[config.mk]
export PLATFORM = sky130hd
export DESIGN_NAME = twm_pbuf
export DESIGN_NICKNAME = d
export VERILOG_FILES = /design/src/sv/assert_macros.svh /design/src/sv/twm_pkg.sv /design/src/sv/twm_pbuf.sv
export SDC_FILE = /design/constraint.sdc
export NUM_CORES = 2
export LEC_CHECK = 0
export BUFFER_PORTS_ARGS = -buffer_cell sky130_fd_sc_hd__buf_2
export CAP_MARGIN = 20
export CELL_PAD_IN_SITES_DETAIL_PLACEMENT = 0
export CELL_PAD_IN_SITES_GLOBAL_PLACEMENT = 1
export CORE_UTILIZATION = 60
export CTS_BUF_LIST = sky130_fd_sc_hd__clkbuf_8
export DETAILED_ROUTE_END_ITERATION = 12
export GPL_ROUTABILITY_DRIVEN = 0
export PLACE_DENSITY = 0.85
export RECOVER_POWER = 25
export SYNTH_ARGS = -nofsm -noshare
export SYNTH_HDL_FRONTEND = slang
export SYNTH_SLANG_ARGS = --single-unit
export TNS_END_PERCENT = 5
[constraint.sdc]
create_clock -name clk -period 5.5 [get_ports clk]
set_clock_uncertainty 0.2 [all_clocks]
set_input_delay 1.375 -clock clk [delete_from_list [all_inputs] [get_ports clk]]
set_output_delay 1.375 -clock clk [all_outputs]
set_load 0.005 [all_outputs]
[src/sv/assert_macros.svh]
// Assertion macros for the matcher RTL.
`ifndef ASSERT_MACROS_SVH
`define ASSERT_MACROS_SVH

// Property that must hold at every clock edge out of reset.
`define TWM_ASSERT(lbl, expr, msg) \
    lbl: assert property (@(posedge clk) disable iff (!rst_n) (expr)) else $error(msg);

// Condition in one cycle implies a consequence in the next.
`define TWM_ASSERT_NEXT(lbl, ante, cons, msg) \
    lbl: assert property (@(posedge clk) disable iff (!rst_n) (ante) |=> (cons)) else $error(msg);

`endif

[src/sv/twm_pkg.sv]
// Shared constants and types of the topic wildcard matcher.
package twm_pkg;

    localparam int MAX_LEN = 255;
    localparam int CELLS   = MAX_LEN + 1;
    localparam int LEN_W   = $clog2(MAX_LEN + 1);
    localparam int PA_W    = $clog2(MAX_LEN);

    localparam logic [7:0] CH_DOT  = 8'h2E;
    localparam logic [7:0] CH_STAR = 8'h2A;
    localparam logic [7:0] CH_HASH = 8'h23;

    typedef enum logic [1:0] {
        CMD_PAT_APPEND = 2'd0,
        CMD_PAT_END    = 2'd1,
        CMD_KEY_APPEND = 2'd2,
        CMD_EVAL       = 2'd3
    } cmd_t;

    typedef enum logic [2:0] {
        OP_NOP,
        OP_INIT,
        OP_LIT,
        OP_EOW,
        OP_STAR,
        OP_HASH,
        OP_HASH_DONE
    } cell_op_t;

    typedef struct packed {
        cell_op_t   op;
        logic [7:0] cbyte;
    } cell_ctrl_t;

    typedef struct packed {
        logic move;
        logic dot;
    } cell_link_t;

endpackage

[src/sv/twm_pbuf.sv]
// Pattern byte store, one write and one registered read port.
module twm_pbuf
    import twm_pkg::*;
(
    input  logic            clk,
    input  logic            wr_en,
    input  logic [PA_W-1:0] wr_addr,
    input  logic [7:0]      wr_data,
    input  logic [PA_W-1:0] rd_addr,
    output logic [7:0]      rd_data
);

    logic [7:0] mem [MAX_LEN];

    always_ff @(posedge clk)
    begin
        if (wr_en)
        begin
            mem[wr_addr] <= wr_data;
        end
        rd_data <= mem[rd_addr];
    end

endmodule

==> qor.yml <==
setup_path:
  crit_slowest_cell: "clkbuf_2"
  critPathMaxStageDelay_ns: 1.76
  worstReg2RegStart: "mem[194][1]"
  cp_top_family: "buffers and inverters"
  start_kind: "input pin"
  critPathBufInv: 2
  arrival_ns: 4.65
  critPathMaxFanout: 108
  rr_endpoint: "rd_data[1]"
  rr_worst_depth: 7
  r2r_slack_ns: 2.62
  required_ns: 5.80
  critPathKind: "in -> reg"
  crit_path_cell_trace: "clkbuf_2 > clkbuf_1"
  crit_path_end_kind: "register"
min_path:
  hp-start: "wr_data[3]"
  holdPathStages: 1
  hold_path_end: "mem[168][3]"
  hold_class: "in -> reg"
synthesis:
  synth.avg_cell_area_um2: 20.6
  synthTopCellsByArea: "edfxtp_1 76%, mux4_2 11%, mux2i_1 2.4%"
  synthesis.area_um2: 80500
  seq_area_frac_synth_pct: 76.3
  synth_edf_count: 2040
  synth_flop_cell: "edfxtp_1"
  ys_warn_count: 0
  synth_cell_type_count: 67
  netlist_instances: 3910
  ys_ff_latch: 2048
  synth_top_area_share_pct: 76.1
  synth_area_leader_cell: "edfxtp_1"
  synth_nets: 3936
  ys_async_sr_fraction_pct: 0
sta:
  hold_violations: 0
  max_slew_margin_pct: -138
  drv_slew: 934
  fin_hold_ws_ns: 0.732
  setup_viol_count_final: 0
  worst_pin_slew_ns: 3.56
  rsz0062_at_grt: "no"
  max_freq_mhz: 230
  finalCritPeriodShare_pct: 79.1
  fin_setup_tns_ns: 0
  period_minus_slack_ns: 4.35
placed_design:
  place_area_um2: 83300
  io_buffers: 33
  dp_hpwl_mm: 127
grt:
  grt_max_degree: 189
  grt_use_total_pct: 31.0
  grt_pass1_vias: 41700
  grt.met1_usage_pct: 43.2
  globalRouteMet2Util_pct: 47.0
  grt_overflow: 0
  grt_antenna_before_repair: 15
  grt_busiest_layer: "met2"
  use_met3_pct: 9.21
  grt_pass1_wl_mm: 297
clock_tree:
  clock_latency_ns: 1.06
  numCtsBuffers: 332
  ctsResizeCount: 0
  cts_buffer_depth: 4
  postCtsSetupBuffers: 0
  cts_max_level: 5
  postCtsHoldBufs: 0
  cts_root_buffer: "clkbuf_8"
  cts_tree: "done"
  cts_sinks: 2048
  path_clk_slew_ns: 0.06
route:
  final_antenna_net_count: 0
  route.detailed.drc: 0
  drt_iter0_drc: 6135
  wire_per_inst_um: 33.3
  vias: 42500
  first_pass_iters: 6
  routed_wl_mm: 209
  viasPerCell: 6.78
outcome:
  status: "finished, violations left"
  violations: "capacitance limit, slew limit"
finish:
  final_common_cell: "edfxtp_1"
  final_nets: 4286
  area_delta_synth_final_pct: 10.6
  drive_above_1_share_pct: 23.2
  final_cell_mix: "2040 x edfxtp_1, 382 x mux4_2, 349 x clkbuf_8"
  stdcell_area_um2: 89000
  fillers: 8268
power_and_ir_drop:
  power_mw: 30.7
  vdd_drop_max_uv: 286
  power.leakage_nw: 28.8
  powerDensity_nw_per_um2: 345
die:
  fp.dieW_um: 368
  rows: 134
  io_pins: 34
  start_util_pct: 60.4
  core_area_um2: 133000
  die-area_um2: 136000
  die_h_um: 368
job:
  drv_cap: 9
-- flip-flops by register name, indices dropped and copies added, names as in the netlist --
signal   cells
mem       2040
rd_data      8
-- metal layers --
metal	up-vias	share of wire [%]
li1	17000	-
met1	21700	36
met2	3232	47
met3	517	13
met4	14	3.8
met5	-	0.045
-- worst reg2reg max path: cells and delay by family (launching register included) --
kind	cells	cell delay (ns)
buffers and inverters	1	0.18
AND/OR/NAND/NOR	2	0.42
multiplexers	2	1.06
flip-flops	1	0.37
AO/OA/AOI/OAI	2	0.52
-- cell families after synthesis --
family / count (synthesis) / share of synthesized area [%]
mux: 641 / 15.1
flops: 2048 / 76.3
buf+inv: 249 / 2.24
compound gates: 341 / 2.95
simple gates: 631 / 3.36
-- synthesized netlist by cell type, drive strengths merged (4+ instances only) --
master,instances
a22oi,25
nor2b,20
and3,16
mux2,8
edfxtp,2040
a21oi,68
nor4,6
a311oi,4
nand4,14
nor2,305
o221ai,60
nor3,24
nand2,162
nand3,52
o211ai,11
a31oi,18
a2111oi,13
a211oi,14
dfxtp,8
o41ai,4
o21ai,29
o22ai,57
or4,5
clkbuf,98
o31ai,4
mux2i,191
o21bai,4
nand2b,6
inv,4
or3,5
and2,11
mux4,442
buf,144
-- power breakdown --
part	switching [mW]	leakage, nW	internal (mW)
sequential	0.0258	18.4	17.2
combinational	1.12	7.07	0.559
clock	5.79	3.36	6.01
-- area by class of cell --
class | count | area, µm² | share of cell area, %
repair buffers | 259 | 2280 | 2.56
clock buffers | 346 | 4760 | 5.35
multi-input cells | 1613 | 17300 | 19.4
inverters | 6 | 27.5 | 0.0309
diodes | 5 | 12.5 | 0.0141
well taps | 1768 | 2210 | 2.49
clock inverters | 220 | 1010 | 1.14
flip-flops and latches | 2048 | 61400 | 69.0
-- stage by stage --
step	std cells	worst slack [ns]	utilization [%]
after global placement	5693	0.604	62.5
final	6265	1.15	66.8
after global routing	6262	0.991	66.8
after floorplan	3910	1.85	-
after detailed placement	5694	0.571	62.5
after CTS	6260	1.65	66.8
-- how the worst max path moves through the flow --
stage	slack, ns	startpoint	cells past startpoint	endpoint
floorplan	1.85	rd_addr[0]	10	rd_data[2]
global placement	0.60	rd_addr[0]	8	rd_data[7]
detailed placement	0.57	rd_addr[0]	8	rd_data[7]
CTS	1.65	rd_addr[0]	8	rd_data[7]
global route	0.99	wr_data[6]	2	mem[96][6]
finish	1.15	wr_data[6]	2	mem[96][6]
(Power assumes the default switching activity.)
