===== config.mk =====
export PLATFORM = sky130hd
export DESIGN_NAME = twm_cell
export DESIGN_NICKNAME = d
export VERILOG_FILES = /design/src/sv/assert_macros.svh /design/src/sv/twm_pkg.sv /design/src/sv/twm_cell.sv
export SDC_FILE = /design/constraint.sdc
export NUM_CORES = 1
export LEC_CHECK = 0
export BUFFER_PORTS_ARGS = -buffer_cell sky130_fd_sc_hd__buf_4
export CORE_AREA = 2 2 39 41
export DETAILED_ROUTE_END_ITERATION = 8
export DIE_AREA = 0 0 41 43
export PLACE_DENSITY = 0.69
export SYNTH_ARGS = -nofsm -noshare
export SYNTH_HDL_FRONTEND = slang
export SYNTH_SLANG_ARGS = --single-unit

===== constraint.sdc =====
create_clock -name clk -period 2 [get_ports clk]
set_input_delay 0.1 -clock clk [delete_from_list [all_inputs] [get_ports clk]]
set_output_delay 0.1 -clock clk [all_outputs]
set_load 0.05 [all_outputs]

===== src/sv/assert_macros.svh =====
// Assertion macros for the matcher RTL.
`ifndef ASSERT_MACROS_SVH
`define ASSERT_MACROS_SVH

// Property that must hold at every clock edge out of reset.
`define TWM_ASSERT(lbl, expr, msg) \
    lbl: assert property (@(posedge clk) disable iff (!rst_n) (expr)) else $error(msg);

// Condition in one cycle implies a consequence in the next.
`define TWM_ASSERT_NEXT(lbl, ante, cons, msg) \
    lbl: assert property (@(posedge clk) disable iff (!rst_n) (ante) |=> (cons)) else $error(msg);

`endif


===== src/sv/twm_pkg.sv =====
// Shared constants and types of the topic wildcard matcher.
package twm_pkg;

    localparam int MAX_LEN = 255;
    localparam int CELLS   = MAX_LEN + 1;
    localparam int LEN_W   = $clog2(MAX_LEN + 1);
    localparam int PA_W    = $clog2(MAX_LEN);

    localparam logic [7:0] CH_DOT  = 8'h2E;
    localparam logic [7:0] CH_STAR = 8'h2A;
    localparam logic [7:0] CH_HASH = 8'h23;

    typedef enum logic [1:0] {
        CMD_PAT_APPEND = 2'd0,
        CMD_PAT_END    = 2'd1,
        CMD_KEY_APPEND = 2'd2,
        CMD_EVAL       = 2'd3
    } cmd_t;

    typedef enum logic [2:0] {
        OP_NOP,
        OP_INIT,
        OP_LIT,
        OP_EOW,
        OP_STAR,
        OP_HASH,
        OP_HASH_DONE
    } cell_op_t;

    typedef struct packed {
        cell_op_t   op;
        logic [7:0] cbyte;
    } cell_ctrl_t;

    typedef struct packed {
        logic move;
        logic dot;
    } cell_link_t;

endpackage


===== src/sv/twm_cell.sv =====
// One key position: key byte, match token and hand-off to the right neighbor.
module twm_cell
    import twm_pkg::*;
(
    input  logic       clk,
    input  logic       rst_n,
    input  cell_ctrl_t ctrl,
    input  logic       key_wr,
    input  logic [7:0] key_byte,
    input  logic       lt,
    input  logic       eq,
    input  cell_link_t left,
    output cell_link_t right,
    output logic       hit
);

    logic [7:0] kb_reg;
    logic       tok_reg;
    logic       tok_next;
    logic       dot;
    logic       wend;

    assign dot  = (kb_reg == CH_DOT);
    assign wend = eq | (lt & dot);
    assign hit  = tok_reg & eq;

    always_comb
    begin
        right.dot = lt & dot;
        unique case (ctrl.op)
            OP_LIT:  right.move = tok_reg & lt & (kb_reg == ctrl.cbyte);
            OP_EOW:  right.move = tok_reg & lt & dot;
            OP_STAR: right.move = tok_reg & lt & ~dot;
            OP_HASH: right.move = tok_reg & lt;
            default: right.move = 1'b0;
        endcase
    end

    always_comb
    begin
        unique case (ctrl.op)
            OP_INIT, OP_LIT, OP_EOW: tok_next = left.move;
            OP_STAR:                 tok_next = (tok_reg & wend) | left.move;
            OP_HASH:                 tok_next = tok_reg | left.move;
            OP_HASH_DONE:            tok_next = tok_reg & left.dot;
            default:                 tok_next = tok_reg;
        endcase
    end

    always_ff @(posedge clk or negedge rst_n)
    begin
        if (!rst_n)
        begin
            tok_reg <= 1'b0;
        end
        else
        begin
            tok_reg <= tok_next;
        end
    end

    always_ff @(posedge clk)
    begin
        if (key_wr)
        begin
            kb_reg <= key_byte;
        end
    end

endmodule


==> metrics <==
peak fanout along the critical path 2; Reg area 265.3 sq um; area post-placement 705.7 sq um; Largest register FFs 8; Seq pwr share 0.508; proportion of synthesized chip area in sequential cells 0.5579; Multi-input gate area 212.7 sq um; hold crit path type in -> reg; area growth from synthesis to final layout 59.47%; number of max-slew violations in the final report 0; nets@finish 100; residual overflow from global routing 0; switching pwr 0.0001067 W; total nets after synthesis 65; via count 442; top achievable clock speed 0.5795 GHz; Synth top area share 0.5053; n_diodes 0; count of port buffers added during placement 28; Top Family by Delay on Critical Path simple AND/OR/NAND/NOR gates; mean number of vias per cell 4.966; kind of start point of the critical path flip-flop; post-synthesis instance area 475.5 sq um; post-detailed-route DRC marker count 0; mux contribution to synthesized area 0; Setup-failing EPs final 0; detailed-router iteration count before antenna repair 4; Cell Pwr Density 608.6 nW/um^2; Unique masters post-synth 21; outcome completed; number of cells on the worst hold path 1; worst slew slack as a fraction of its limit 0.7950; number of DRC violations after detailed-routing iteration 0 11; Switching Fraction 0.2312; required time of the worst setup path 1900 ps; clock root buffer master clkbuf_4; part of the power in the clock network 0.294; Die Span X 41 um; final period demand of the worst path 1726 ps; Worst Tran Pin Value 306.7 ps; data arrival time of the critical path 1630 ps; placed cells 83; maximum number of pins on one net before global-route repair 9; Filler Cells Inserted 126; largest cells by area after synthesis edfxtp_1 (51%), xor2_1 (15%), dfrtp_1 (5.3%), o21ai_0 (4.2%), and4b_4 (2.9%); global-route wire length before repair 1545 um; part of the power in combinational logic 0.198; reported max-cap violation count 0; internal power 0.0003548 W; RD Place Congestion 0.6193; site row count 14; Post-Route Skew 4.103 ps; number of global-route vias before repair 445; Worst-path clk slew 60 ps; TritonCTS clock tree done; share of the synthesized area in compound gates (AO/OA/AOI/OAI) 0.1053; critical-path cell with the highest stage delay edfxtp_1; total global-route track usage 0.1361; number of synthesis warnings 0; reported leakage power 0.3278 nW; total non-filler cell area in the finished layout 758.2 sq um; adder and majority gate portion of the synthesized area 0; most frequent standard cell in the layout excluding fill and tap cells buf_4; CTS sink count 9; post-synthesis simple-gate area fraction 0.1816; clock tree buffer depth 2; highest-count cells in the layout ignoring fill and taps buf_4 (28), xor2_1 (8), edfxtp_1 (8); H-tree lvl count 1; share of final-layout standard cells stronger than drive strength 1 0.4521; initial core utilization 0.3436; worst path bufs/invs 1; Routed Wire Length 968 um; Final period util 0.8628; Die Outline Area 1763 sq um; xor and xnor area share after synthesis 0.1474; Routed wire per std cell 10.88 um; unrepaired setup endpoints after global routing false; clock latency reported for the late side of the worst-skew pair 260 ps; I/O Pins 29; count of final hold-check violations 0; Worst IR Drop VDD 0.3720 mV; setup tns final 0 ps; vertical die dimension 43 um; depth of the critical timing path with buffers and inverters included 5; flip-flop and latch count after synthesis 9; Inserted Clock Buffers 3; dominant combinational cell family by area after synthesis simple AND/OR/NAND/NOR gates; Placeable Area 1384 sq um; critical path class reg -> out; mean cell area of the mapped netlist 12.19 sq um; initial antenna violation count 0; number of standard cells in the final layout excluding fillers 89; worst stage delay on the critical path 410 ps; count of antenna-violating nets left after detailed routing 0; CP Cell Sequence xor2_1, nor4_1, nand4_1, a21oi_1, buf_4; Worst Reg-to-Reg Cells 4; Gate Count Post-Synth 39; Worst setup EP type primary output; final worst hold slack 15.08 ps; library cell occupying the most area in the post-synthesis netlist edfxtp_1
-- per-stage QoR --
stage,utilization,power (W),worst slack [ps]
after floorplan,-,0.0002715,162.4
after global placement,0.5099,0.0003250,392.4
after detailed placement,0.5099,0.0003263,355.1
after CTS,0.5362,0.0004634,104.3
after global routing,0.5479,0.0004900,139.9
final,0.5479,0.0004615,274.3
-- power by group through the flow --
stage | registers (W) | clock network [W] | logic, W
floorplan | 0.000234 | 0 | 0.0000371
global placement | 0.000237 | 0 | 0.0000885
detailed placement | 0.000238 | 0 | 0.0000887
CTS | 0.000234 | 0.000139 | 0.0000906
global route | 0.000236 | 0.000152 | 0.000101
finish | 0.000235 | 0.000136 | 0.0000913
-- layer usage --
layer	global-route usage	up-vias	part of all wire	wire [um]
li1	-	219	-	-
met1	0.1199	193	0.34	333
met2	0.2250	26	0.51	491
met3	0.07330	4	0.13	122
met4	0.08000	0	0.021	20
met5	0	-	0	0
-- path summary, 6_finish.rpt --
path                                     startpoint                  end  slack, ps
worst max-delay path            kb_reg[4]$_DFFE_PP_             right[1]        270
worst min-delay path                    key_byte[7]  kb_reg[7]$_DFFE_PP_         20
worst max register to register  kb_reg[1]$_DFFE_PP_  tok_reg$_DFFE_PN0P_        350
worst min register to register  tok_reg$_DFFE_PN0P_  tok_reg$_DFFE_PN0P_        540
max in group asynchronous                     rst_n  tok_reg$_DFFE_PN0P_       1770
min in group asynchronous                     rst_n  tok_reg$_DFFE_PN0P_        150
-- synthesized netlist by cell type, drive strengths merged --
master,n
edfxtp,8
xor2,8
o21ai,4
nor4,2
a21oi,1
a31oi,1
a32o,1
a41oi,1
and2,1
and3,1
and4b,1
dfrtp,1
inv,1
nand2,1
nand2b,1
nand3,1
nand4,1
nor2,1
nor2b,1
nor4b,1
or4,1
-- cell type report --
type                    count  share of cell area
clock buffers               4             0.03465
repair buffers             30              0.3036
flip-flops and latches      9              0.3498
well taps                  16             0.02640
inverters                   1            0.004950
multi-input cells          29              0.2805
-- repair_timing --
item                                    4_1_cts  5_1_grt
buffers inserted                              0        0
gates resized for setup                       0        1
endpoints found under the setup margin        0        1
hold buffers                                  1        1
hold endpoints to repair                      1        1
-- cells by family (layout without fill, tap and decap cells) --
kind of cell,after synthesis,count (layout)
AND/OR/NAND/NOR,13,13
flip-flops,9,9
AO/OA/AOI/OAI,8,8
XOR/XNOR,8,8
buffers and inverters,1,35
(Power assumes the default switching activity.)
